[src/sv/pmks_pkg.sv]
// ----------------------------------------------------------------------------
// pmks_pkg
// Types, constants and helper functions shared by the k-mer scan modules.
// ----------------------------------------------------------------------------
package pmks_pkg;

   localparam int KMER_MAX    = 16;
   localparam int SEQ_MAX     = 4096;

   localparam int KMER_W      = $clog2(KMER_MAX + 1);
   localparam int COL_IDX_W   = (KMER_MAX > 1) ? $clog2(KMER_MAX) : 1;
   localparam int PROF_DEPTH  = 4 * KMER_MAX;
   localparam int PROF_ADDR_W = $clog2(PROF_DEPTH);
   localparam int SEQ_CNT_W   = $clog2(SEQ_MAX + 1);

   localparam int KLEN_W      = 5;
   localparam int WEIGHT_W    = 8;
   localparam int CHAR_W      = 8;
   localparam int POS_W       = 12;
   localparam int SCORE_W     = 64;
   localparam int CODE_W      = 3;
   localparam int WIDE_W      = SCORE_W + WEIGHT_W;

   localparam logic [KLEN_W-1:0] KMER_RESET = 5'd15;

   localparam logic [CHAR_W-1:0] ASCII_A = 8'h41;
   localparam logic [CHAR_W-1:0] ASCII_C = 8'h43;
   localparam logic [CHAR_W-1:0] ASCII_G = 8'h47;
   localparam logic [CHAR_W-1:0] ASCII_T = 8'h54;

   localparam logic [CODE_W-1:0] CODE_A     = 3'd0;
   localparam logic [CODE_W-1:0] CODE_C     = 3'd1;
   localparam logic [CODE_W-1:0] CODE_G     = 3'd2;
   localparam logic [CODE_W-1:0] CODE_T     = 3'd3;
   localparam logic [CODE_W-1:0] CODE_OTHER = 3'd4;

   localparam logic CMD_WRITE_WEIGHT = 1'b0;
   localparam logic CMD_SEQ_CHAR     = 1'b1;

   typedef struct packed {
      logic                command;
      logic [1:0]          nucleotide;
      logic [3:0]          column;
      logic [WEIGHT_W-1:0] weight;
      logic [CHAR_W-1:0]   base_char;
      logic                last;
   } req_type;

   typedef struct packed {
      logic [POS_W-1:0]   best_position;
      logic [SCORE_W-1:0] best_score;
      logic               short_sequence;
   } rsp_type;

   typedef enum logic [2:0] {
      ST_IDLE,
      ST_CHECK,
      ST_RUN,
      ST_UPDATE,
      ST_FINISH
   } state_type;

   typedef struct packed {
      logic write_entry;
      logic accept_char;
      logic start_product;
      logic step;
      logic update_best;
      logic emit;
   } ctrl_cmd_type;

   typedef struct packed {
      logic window_ready;
      logic product_done;
      logic rsp_free;
      logic last_char;
   } ctrl_status_type;

   function automatic logic [CODE_W-1:0] base_code(input logic [CHAR_W-1:0] ch);
      logic [CODE_W-1:0] code;
      case (ch)
         ASCII_A: code = CODE_A;
         ASCII_C: code = CODE_C;
         ASCII_G: code = CODE_G;
         ASCII_T: code = CODE_T;
         default: code = CODE_OTHER;
      endcase
      return code;
   endfunction

   function automatic logic [KMER_W-1:0] effective_k(input logic [KLEN_W-1:0] k);
      logic [KMER_W-1:0] keff;
      if (k == '0) begin
         keff = KMER_W'(1);
      end else if (int'(k) > KMER_MAX) begin
         keff = KMER_W'(KMER_MAX);
      end else begin
         keff = KMER_W'(k);
      end
      return keff;
   endfunction

endpackage

[src/sv/pmks_ram.sv]
// ----------------------------------------------------------------------------
// pmks_ram
// Generic RAM, one write port and one read port, registered read data.
// ----------------------------------------------------------------------------
module pmks_ram #(
   parameter int WIDTH = 8,
   parameter int DEPTH = 64
) (
   input  logic                                     clock,
   input  logic                                     wr_en,
   input  logic [((DEPTH > 1) ? $clog2(DEPTH) : 1)-1:0] wr_addr,
   input  logic [WIDTH-1:0]                         wr_data,
   input  logic                                     rd_en,
   input  logic [((DEPTH > 1) ? $clog2(DEPTH) : 1)-1:0] rd_addr,
   output logic [WIDTH-1:0]                         rd_data
);

   logic [WIDTH-1:0] mem_ff [DEPTH];
   logic [WIDTH-1:0] rd_data_ff;

   always_ff @(posedge clock) begin
      if (wr_en) begin
         mem_ff[wr_addr] <= wr_data;
      end
      if (rd_en) begin
         rd_data_ff <= mem_ff[rd_addr];
      end
   end

   assign rd_data = rd_data_ff;

endmodule

[src/sv/pmks_ctrl.sv]
// ----------------------------------------------------------------------------
// pmks_ctrl
// Sequencer for the k-mer scan: takes requests, runs the per-column product
// loop and hands the result to the output register.
// ----------------------------------------------------------------------------
module pmks_ctrl
   import pmks_pkg::*;
(
   input  logic            clock,
   input  logic            reset,
   input  logic            req_valid,
   input  logic            req_command,
   output logic            req_ready,
   input  ctrl_status_type status,
   output ctrl_cmd_type    cmd
);

   state_type state_ff, state_in;

   always_comb begin
      state_in = state_ff;
      case (state_ff)
         ST_IDLE: begin
            if (req_valid && (req_command == CMD_SEQ_CHAR)) begin
               state_in = ST_CHECK;
            end
         end
         ST_CHECK: begin
            state_in = status.window_ready ? ST_RUN : ST_FINISH;
         end
         ST_RUN: begin
            if (status.product_done) begin
               state_in = ST_UPDATE;
            end
         end
         ST_UPDATE: begin
            state_in = ST_FINISH;
         end
         ST_FINISH: begin
            // a closing character waits here while the previous result is unread
            if (!status.last_char || status.rsp_free) begin
               state_in = ST_IDLE;
            end
         end
         default: begin
            state_in = ST_IDLE;
         end
      endcase
   end

   always_comb begin
      req_ready         = 1'b0;
      cmd               = '0;
      case (state_ff)
         ST_IDLE: begin
            req_ready       = 1'b1;
            cmd.write_entry = req_valid && (req_command == CMD_WRITE_WEIGHT);
            cmd.accept_char = req_valid && (req_command == CMD_SEQ_CHAR);
         end
         ST_CHECK: begin
            cmd.start_product = status.window_ready;
         end
         ST_RUN: begin
            cmd.step = 1'b1;
         end
         ST_UPDATE: begin
            cmd.update_best = 1'b1;
         end
         ST_FINISH: begin
            cmd.emit = status.last_char && status.rsp_free;
         end
         default: begin
            cmd = '0;
         end
      endcase
   end

   always_ff @(posedge clock) begin
      if (reset) begin
         state_ff <= ST_IDLE;
      end else begin
         state_ff <= state_in;
      end
   end

endmodule

[src/sv/pmks_datapath.sv]
// ----------------------------------------------------------------------------
// pmks_datapath
// Profile store, character window, product accumulator with saturation,
// best-window tracking and the result register.
// ----------------------------------------------------------------------------
module pmks_datapath
   import pmks_pkg::*;
(
   input  logic               clock,
   input  logic               reset,
   input  logic               csr_write_enable,
   input  logic [KLEN_W-1:0]  csr_write_data,
   input  req_type            req_data,
   input  ctrl_cmd_type       cmd,
   output ctrl_status_type    status,
   output logic               rsp_valid,
   input  logic               rsp_ready,
   output rsp_type            rsp_data
);

   logic [KLEN_W-1:0]    kmer_len_ff,     kmer_len_in;
   logic [CODE_W-1:0]    window_ff [KMER_MAX];
   logic [CODE_W-1:0]    window_in [KMER_MAX];
   logic [SEQ_CNT_W-1:0] chars_seen_ff,   chars_seen_in;
   logic                 entered_ff,      entered_in;
   logic                 last_ff,         last_in;
   logic [SCORE_W-1:0]   best_product_ff, best_product_in;
   logic [POS_W-1:0]     best_start_ff,   best_start_in;
   logic [KMER_W-1:0]    col_ff,          col_in;
   logic                 pipe_valid_ff,   pipe_valid_in;
   logic                 pipe_other_ff,   pipe_other_in;
   logic [SCORE_W-1:0]   prod_ff,         prod_in;
   logic                 sat_ff,          sat_in;
   logic                 zero_ff,         zero_in;
   logic                 rsp_valid_ff,    rsp_valid_in;
   rsp_type              rsp_data_ff,     rsp_data_in;

   logic [KMER_W-1:0]      keff;
   logic                   window_full;
   logic                   col_active;
   logic [KMER_W-1:0]      win_idx_wide;
   logic [CODE_W-1:0]      rd_code;
   logic [PROF_ADDR_W-1:0] rd_addr;
   logic                   rd_en;
   logic [PROF_ADDR_W-1:0] wr_addr;
   logic                   wr_en;
   logic [WEIGHT_W-1:0]    rd_weight;
   logic [WIDE_W-1:0]      mul;
   logic [SCORE_W-1:0]     score_now;

   assign keff        = effective_k(kmer_len_ff);
   assign window_full = int'(chars_seen_ff) >= int'(keff);
   assign col_active  = col_ff < keff;

   // column j of the window sits at KMER_MAX - k + j
   assign win_idx_wide = KMER_W'(KMER_MAX) - keff + col_ff;
   assign rd_code      = window_ff[win_idx_wide[COL_IDX_W-1:0]];
   assign rd_addr      = PROF_ADDR_W'(int'(rd_code[1:0]) * KMER_MAX
                                      + int'(col_ff[COL_IDX_W-1:0]));
   assign rd_en        = cmd.step && col_active && (rd_code != CODE_OTHER);

   assign wr_addr = PROF_ADDR_W'(int'(req_data.nucleotide) * KMER_MAX
                                 + int'(req_data.column));
   assign wr_en   = cmd.write_entry && (int'(req_data.column) < KMER_MAX);

   pmks_ram #(
      .WIDTH (WEIGHT_W),
      .DEPTH (PROF_DEPTH)
   ) u_profile_ram (
      .clock   (clock),
      .wr_en   (wr_en),
      .wr_addr (wr_addr),
      .wr_data (req_data.weight),
      .rd_en   (rd_en),
      .rd_addr (rd_addr),
      .rd_data (rd_weight)
   );

   assign mul       = WIDE_W'(prod_ff) * WIDE_W'(rd_weight);
   assign score_now = zero_ff ? '0 : (sat_ff ? '1 : prod_ff);

   always_comb begin
      kmer_len_in     = kmer_len_ff;
      window_in       = window_ff;
      chars_seen_in   = chars_seen_ff;
      entered_in      = entered_ff;
      last_in         = last_ff;
      best_product_in = best_product_ff;
      best_start_in   = best_start_ff;
      col_in          = col_ff;
      pipe_valid_in   = pipe_valid_ff;
      pipe_other_in   = pipe_other_ff;
      prod_in         = prod_ff;
      sat_in          = sat_ff;
      zero_in         = zero_ff;
      rsp_valid_in    = rsp_valid_ff;
      rsp_data_in     = rsp_data_ff;

      if (csr_write_enable) begin
         kmer_len_in = csr_write_data;
      end

      if (cmd.accept_char) begin
         last_in = req_data.last;
         if (int'(chars_seen_ff) < SEQ_MAX) begin
            for (int i = 0; i < KMER_MAX - 1; i++) begin
               window_in[i] = window_ff[i + 1];
            end
            window_in[KMER_MAX - 1] = base_code(req_data.base_char);
            chars_seen_in = chars_seen_ff + 1'b1;
            entered_in    = 1'b1;
         end else begin
            entered_in = 1'b0;
         end
      end

      if (cmd.start_product) begin
         prod_in       = SCORE_W'(1);
         sat_in        = 1'b0;
         zero_in       = 1'b0;
         col_in        = '0;
         pipe_valid_in = 1'b0;
      end

      if (cmd.step) begin
         pipe_valid_in = col_active;
         pipe_other_in = rd_code == CODE_OTHER;
         if (col_active) begin
            col_in = col_ff + 1'b1;
         end
         // fold in the weight read on the previous cycle
         if (pipe_valid_ff && !pipe_other_ff) begin
            if (rd_weight == '0) begin
               zero_in = 1'b1;
            end else if (!sat_ff) begin
               if (|mul[WIDE_W-1:SCORE_W]) begin
                  sat_in = 1'b1;
               end else begin
                  prod_in = mul[SCORE_W-1:0];
               end
            end
         end
      end

      if (cmd.update_best) begin
         if (score_now >= best_product_ff) begin
            best_product_in = score_now;
            best_start_in   = POS_W'(chars_seen_ff - SEQ_CNT_W'(keff));
         end
      end

      if (rsp_valid_ff && rsp_ready) begin
         rsp_valid_in = 1'b0;
      end

      if (cmd.emit) begin
         rsp_valid_in = 1'b1;
         if (window_full) begin
            rsp_data_in.best_position  = best_start_ff;
            rsp_data_in.best_score     = best_product_ff;
            rsp_data_in.short_sequence = 1'b0;
         end else begin
            rsp_data_in.best_position  = '0;
            rsp_data_in.best_score     = '0;
            rsp_data_in.short_sequence = 1'b1;
         end
         // start a fresh sequence, the profile stays
         for (int i = 0; i < KMER_MAX; i++) begin
            window_in[i] = '0;
         end
         chars_seen_in   = '0;
         best_product_in = '0;
         best_start_in   = '0;
      end
   end

   always_ff @(posedge clock) begin
      if (reset) begin
         kmer_len_ff     <= KMER_RESET;
         for (int i = 0; i < KMER_MAX; i++) begin
            window_ff[i] <= '0;
         end
         chars_seen_ff   <= '0;
         entered_ff      <= 1'b0;
         last_ff         <= 1'b0;
         best_product_ff <= '0;
         best_start_ff   <= '0;
         col_ff          <= '0;
         pipe_valid_ff   <= 1'b0;
         rsp_valid_ff    <= 1'b0;
      end else begin
         kmer_len_ff     <= kmer_len_in;
         window_ff       <= window_in;
         chars_seen_ff   <= chars_seen_in;
         entered_ff      <= entered_in;
         last_ff         <= last_in;
         best_product_ff <= best_product_in;
         best_start_ff   <= best_start_in;
         col_ff          <= col_in;
         pipe_valid_ff   <= pipe_valid_in;
         rsp_valid_ff    <= rsp_valid_in;
      end
   end

   always_ff @(posedge clock) begin
      pipe_other_ff <= pipe_other_in;
      prod_ff       <= prod_in;
      sat_ff        <= sat_in;
      zero_ff       <= zero_in;
      rsp_data_ff   <= rsp_data_in;
   end

   assign status.window_ready = entered_ff && window_full;
   assign status.product_done = (col_ff == keff) && !pipe_valid_ff;
   assign status.rsp_free     = !rsp_valid_ff || rsp_ready;
   assign status.last_char    = last_ff;

   assign rsp_valid = rsp_valid_ff;
   assign rsp_data  = rsp_data_ff;

endmodule

[src/sv/profile_most_probable_kmer_scan.sv]
// ----------------------------------------------------------------------------
// profile_most_probable_kmer_scan
// Finds the most probable k-mer of a DNA sequence under a 4-by-k weight profile.
// ----------------------------------------------------------------------------
// Usage:
//   csr_write_enable/csr_write_data set k (0 acts as 1, above 16 acts as 16);
//   write it only while the block is idle. Reset value is 15.
//   req_*: a request with command 0 writes one profile weight, command 1
//   presents one ASCII sequence character; last marks the end of a sequence.
//   rsp_*: one response per closing character: start of the best window (the
//   later one on a tie), its product saturated at all ones, or short_sequence
//   set when no full window was seen.
// Timing:
//   a weight write is taken while idle. A character passes the check and
//   finish states, with run and update between them when it completes a
//   window: the product walks the k columns through the single read port of
//   the profile RAM, one column per cycle, with one 64x8 multiply per column.
// Reset clears the window, the counters and the best score; profile entries
// hold nothing until written. A finished response sits in an output register;
// further requests are taken while it waits, and only a closing character
// stalls until the previous response has been taken.
// ----------------------------------------------------------------------------
module profile_most_probable_kmer_scan
   import pmks_pkg::*;
(
   input  logic              clock,
   input  logic              reset,
   input  logic              csr_write_enable,
   input  logic [KLEN_W-1:0] csr_write_data,
   input  logic              req_valid,
   output logic              req_ready,
   input  req_type           req_data,
   output logic              rsp_valid,
   input  logic              rsp_ready,
   output rsp_type           rsp_data
);

   ctrl_cmd_type    ctrl_cmd;
   ctrl_status_type ctrl_status;

   pmks_ctrl u_ctrl (
      .clock       (clock),
      .reset       (reset),
      .req_valid   (req_valid),
      .req_command (req_data.command),
      .req_ready   (req_ready),
      .status      (ctrl_status),
      .cmd         (ctrl_cmd)
   );

   pmks_datapath u_datapath (
      .clock            (clock),
      .reset            (reset),
      .csr_write_enable (csr_write_enable),
      .csr_write_data   (csr_write_data),
      .req_data         (req_data),
      .cmd              (ctrl_cmd),
      .status           (ctrl_status),
      .rsp_valid        (rsp_valid),
      .rsp_ready        (rsp_ready),
      .rsp_data         (rsp_data)
   );

   a_short_is_empty: assert property (@(posedge clock) disable iff (reset)
      rsp_valid && rsp_data.short_sequence |->
         (rsp_data.best_score == '0) && (rsp_data.best_position == '0))
      else $error("short sequence response carries a score or position");

   a_one_command: assert property (@(posedge clock) disable iff (reset)
      $onehot0({ctrl_cmd.write_entry, ctrl_cmd.accept_char, ctrl_cmd.start_product,
                ctrl_cmd.step, ctrl_cmd.update_best, ctrl_cmd.emit}))
      else $error("more than one datapath command in a cycle");

   a_emit_shows: assert property (@(posedge clock) disable iff (reset)
      ctrl_cmd.emit |=> rsp_valid)
      else $error("emitted response not presented");

endmodule
[config.mk]
export PLATFORM = sky130hd
export DESIGN_NAME = profile_most_probable_kmer_scan
export DESIGN_NICKNAME = d
export VERILOG_FILES = /design/src/sv/pmks_pkg.sv /design/src/sv/pmks_ram.sv /design/src/sv/pmks_ctrl.sv /design/src/sv/pmks_datapath.sv /design/src/sv/profile_most_probable_kmer_scan.sv
export SDC_FILE = /design/constraint.sdc
export NUM_CORES = 2
export LEC_CHECK = 0
export BUFFER_PORTS_ARGS = -buffer_cell sky130_fd_sc_hd__buf_2
export CORE_ASPECT_RATIO = 0.5
export CORE_MARGIN = 8
export CORE_UTILIZATION = 30
export DETAILED_ROUTE_END_ITERATION = 8
export PLACE_DENSITY = 0.55
export SYNTH_ARGS = -nofsm -noshare
export SYNTH_HDL_FRONTEND = slang
export SYNTH_SLANG_ARGS = --single-unit
[constraint.sdc]
create_clock -name clock -period 19.9 [get_ports clock]
set_input_delay 5.97 -clock clock [delete_from_list [all_inputs] [get_ports clock]]
set_output_delay 5.97 -clock clock [all_outputs]
set_load 0.005 [all_outputs]
==> results <==
- The via total after detailed routing is 32900.
- The number of top-level design ports is 113.
- In this run, CTS created clock tree buffers numbering 81.
- The DRC violation total after the first TritonRoute iteration is 2752.
- Setup repair after global routing left no endpoint under its margin.
- The number of global-route vias before repair is around 35000.
- In the layout the commonest cells are sky130_fd_sc_hd__edfxtp_1 (598), sky130_fd_sc_hd__and2_1 (424), sky130_fd_sc_hd__nand2_1 (382), sky130_fd_sc_hd__fa_1 (374), sky130_fd_sc_hd__inv_1 (343).
- The synthesized-area fraction occupied by ao, oa, aoi and oai cells is 6.55%.
- After clock tree synthesis, the clock-pin slew on the worst setup and hold paths is about 60 ps.
- For this design, the sink count on the clock tree is approximately 820.
- After Yosys synthesis, full adders, half adders and majority gates account for 19.0% of the synthesized area.
- The net count after synthesis is between 4000 and 5000.
- A synthesized cell averages 11.6 sq um.
- The average wire per standard cell is 20.2 microns.
- The worst-path maximum fanout is 89.
- For this run, the slowest stage of the critical path takes 840 ps.
- The count of nets after finishing is 4848.
- In this run the clock root is driven by a sky130_fd_sc_hd__clkbuf_16.
- The number of distinct library cell variants in the gate-level netlist after synthesis is 83.
- The ratio of routed vias to standard cells is 5.03.
- The global-route congestion overflow total is 0.
- Together, buffers and inverters on the worst path number 3.
- The floorplan has 106 rows.
- The signal on the critical path passes through buf_2, nand2b_1, nor2b_4, buf_4, or2_4, buf_4, a21oi_1.
- In this run the deepest clock path goes through 3 buffers.
- The slowest cell on the critical path is sky130_fd_sc_hd__buf_4.
- The repair_antennas step left the layout with diodes totalling 0.
- The max-capacitance violation count is 0.
- The share of post-route cells with drive strength above 1 is 11.2%.
- The top flip-flop cell by instance count after synthesis is sky130_fd_sc_hd__edfxtp_1.
- The later pin in the worst-skew pair is clocked with a latency of 690 ps.
- Measured on the finished design, the core utilization comes to between 30 and 40%.
- The post-route antenna net violation count is 0.
- The DRC violation count after routing is 0.
- Once the clock tree was built, the resizer swapped 0 gates to a different size.
- The wire-length estimate of the detail-placed layout is around 91000 microns.
- The core region is 167000 sq um.
- The initial core utilization is 30.2%.
- The critical setup path kind is in -> reg.
- The final count of pins violating max slew is 0.
- STA classifies the critical path endpoint as a flop.
- The type of element launching the critical path is an input pin.
- In this run the power density over the cells is 63.1 nW/um^2.
- The number of antenna violations at the first check in global routing came to 5.
- For the final database, setup skew stands at between 40 and 50 ps.
- Broken down by cell family, the worst path's largest delay share belongs to buffers and inverters.
- In this run, post-CTS hold repair placed 0 buffers.
- CTS built an H-tree with a depth of 3.
- The die covers 182000 sq um.
- The minimum period implied by the final worst setup slack is approximately 8300 ps.
- The data required time at the worst endpoint is 20400 ps.
- The flow ran to the end, and the final reports show no timing, DRC or antenna violations.
- Counting flops and latches in the post-synthesis netlist gives around 820.
- The final setup TNS is 0 ps.
- The most common library cell in the layout ignoring fill and taps is sky130_fd_sc_hd__edfxtp_1.
- For this run, asynchronously set or reset flops after synthesis account for 0%.
- The die is 596 microns wide.
- Across every metal layer, demand over resource in global routing totals 14.3%.
- The worst max-slew margin expressed relative to the limit is 20.6%.
- After synthesis, the largest family of logic cells by area is adder cells.
- The worst ir drop on vdd is 0.0000574 V.
- For this run, the number of Yosys warnings is 0.
- The final number of setup-violating endpoints is 0.
- The number of detailed-routing iterations run before antenna repair is 5.
- The share of the clock period used by the worst path is 41.5%.
- Measured along the y axis, the die boundary spans 306 microns.
- Timing would allow up to about 120 MHz.
- The reported leakage power is roughly 0.02 uW.
- At the end of routability-driven placement, the weighted congestion stood at 0.834.
- The mux contribution to synthesized area is 9.49%.
- The parity-gate share of the synthesized area counting xor and xnor cells is approximately 1.4%.
- The synthesized netlist occupies a cell area of between 50000 and 60000 sq um.
- TritonCTS built the clock tree.
- The maximum number of pins on one net before global-route repair is 132.
- The pin slew with the least headroom to its limit is 1190 ps.
- The cell occurring most often along the worst timing path is sky130_fd_sc_hd__buf_4.
- The count of mapped cells out of synthesis is 4338.
- The post-synthesis share of cell area spent on and, or, nand and nor gates is roughly 14%.
- The total wirelength of the detailed-routed design is ~130000 microns.
- The first global-routing pass estimated around 210000 microns of wire.
- The hold violation count in the final report is 0.
- Relative to the synthesized area, the layout overhead comes to 10.2%.
- The count of buffers from port buffering is 112.
- In this run the worst hold path is classified as reg -> reg.
- Yosys mapped a number of flops with a built-in enable equal to around 600.
- The worst hold margin is roughly 460 ps.
- Once the clock tree was built, the setup fixing pass inserted 0 buffers.
- The arrival time reported for the critical path endpoint is 8750 ps.
- The share of the Yosys chip area taken by registers is around 44%.
## sequential cells by signal (all words and copies together), names as in the netlist, 3 cells and up
register                          flops
u_datapath.rsp_data                  77
u_datapath.best_product_ff           64
u_datapath.prod_ff                   64
u_datapath.chars_seen_ff             13
u_datapath.window_ff                 48
u_datapath.best_start_ff             12
u_datapath.u_profile_ram.mem_ff     512
u_datapath.u_profile_ram.rd_data      8
u_datapath.col_ff                     5
u_ctrl.state_ff                       3
u_datapath.kmer_len_ff                5
## where the power goes
group          switching (uW)  leakage (uW)  internal [uW]
combinational            67.8        0.0122           22.6
clock                     694       0.00131            895
sequential               2.97       0.00710           1830
total                     765        0.0206           2750
## cells by family after synthesis
| family | after synthesis |
|---|---|
| simple gates | 1443 |
| fa+ha+maj | 542 |
| xor+xnor | 82 |
| mux | 262 |
| flops | 818 |
| buf+inv | 637 |
| compound gates | 554 |
## layout make-up
cell class / instances / area [sq um]
clock buffer: 99 / 2150
multi-input combinational: 2883 / 25600
clock inverter: 49 / 566
inverter: 343 / 1290
sequential: 818 / 22400
timing repair buffer: 145 / 841
fill: 16600 / 112000
tap: 2214 / 2770
## layer usage
layer	part of all wire, %	vias up	routed length (microns)	track usage (%)
met1	44	17100	58300	19.1
li1	-	14800	-	-
met4	2.0	4	2660	3.26
met3	5.0	172	6590	2.10
met5	0.020	-	27	0
met2	49	859	65000	24.6
## Yosys cell counts (36+ instances only)
| cell type | count | area share (%) |
|---|---|---|
| sky130_fd_sc_hd__edfxtp_1 | 598 | 36 |
| sky130_fd_sc_hd__and2_1 | 424 | 5.3 |
| sky130_fd_sc_hd__nand2_1 | 382 | 2.8 |
| sky130_fd_sc_hd__fa_1 | 374 | 15 |
| sky130_fd_sc_hd__inv_1 | 343 | 2.6 |
| sky130_fd_sc_hd__nor2_1 | 343 | 2.6 |
| sky130_fd_sc_hd__a21oi_1 | 232 | 2.3 |
| sky130_fd_sc_hd__dfxtp_1 | 220 | 8.7 |
| sky130_fd_sc_hd__clkbuf_1 | 219 | 1.6 |
| sky130_fd_sc_hd__mux4_2 | 172 | 7.7 |
| sky130_fd_sc_hd__ha_1 | 168 | 4.2 |
| sky130_fd_sc_hd__o21ai_0 | 120 | 1.2 |
| sky130_fd_sc_hd__nand3_1 | 86 | 0.85 |
| sky130_fd_sc_hd__mux2i_1 | 78 | 1.5 |
| sky130_fd_sc_hd__nand4_1 | 60 | 0.74 |
| sky130_fd_sc_hd__xor2_1 | 46 | 0.80 |
| sky130_fd_sc_hd__a21o_1 | 45 | 0.67 |
| sky130_fd_sc_hd__xnor2_1 | 36 | 0.62 |
## final timing paths
path                            cells after the start                                          end                                     startpoint  slack, ps
worst max-delay path                                7  u_datapath.best_product_ff[25]$_SDFFE_PP0P_                                      rsp_ready      11640
worst min-delay path                                2        u_datapath.window_ff[47]$_SDFFE_PP0P_          u_datapath.window_ff[47]$_SDFFE_PP0P_        460
worst max register to register                     21               u_datapath.prod_ff[21]$_DFF_P_  u_datapath.u_profile_ram.rd_data[3]$_DFFE_PP_      11860
worst min register to register                      2        u_datapath.window_ff[47]$_SDFFE_PP0P_          u_datapath.window_ff[47]$_SDFFE_PP0P_        460
## stage by stage
stage          power (uW)  cell area (sq um)  std cells  worst slack (ps)
5_1_grt              3620              55600       6551             11400
2_1_floorplan        1910              50500       4338              9070
6_report             3510              55600       6551             11640
4_1_cts              3550              55600       6551             11670
3_5_place_dp         1960              52900       6403             10940
3_3_place_gp         1960              52900       6403             10990
## worst min-delay path, delay by kind of cell, from the launching register on
kind,cells,cell delay [ps]
AND/OR/NAND/NOR,1,50
flip-flops,1,310
AO/OA/AOI/OAI,1,50
Note: power is estimated with default switching activity, not from simulation.
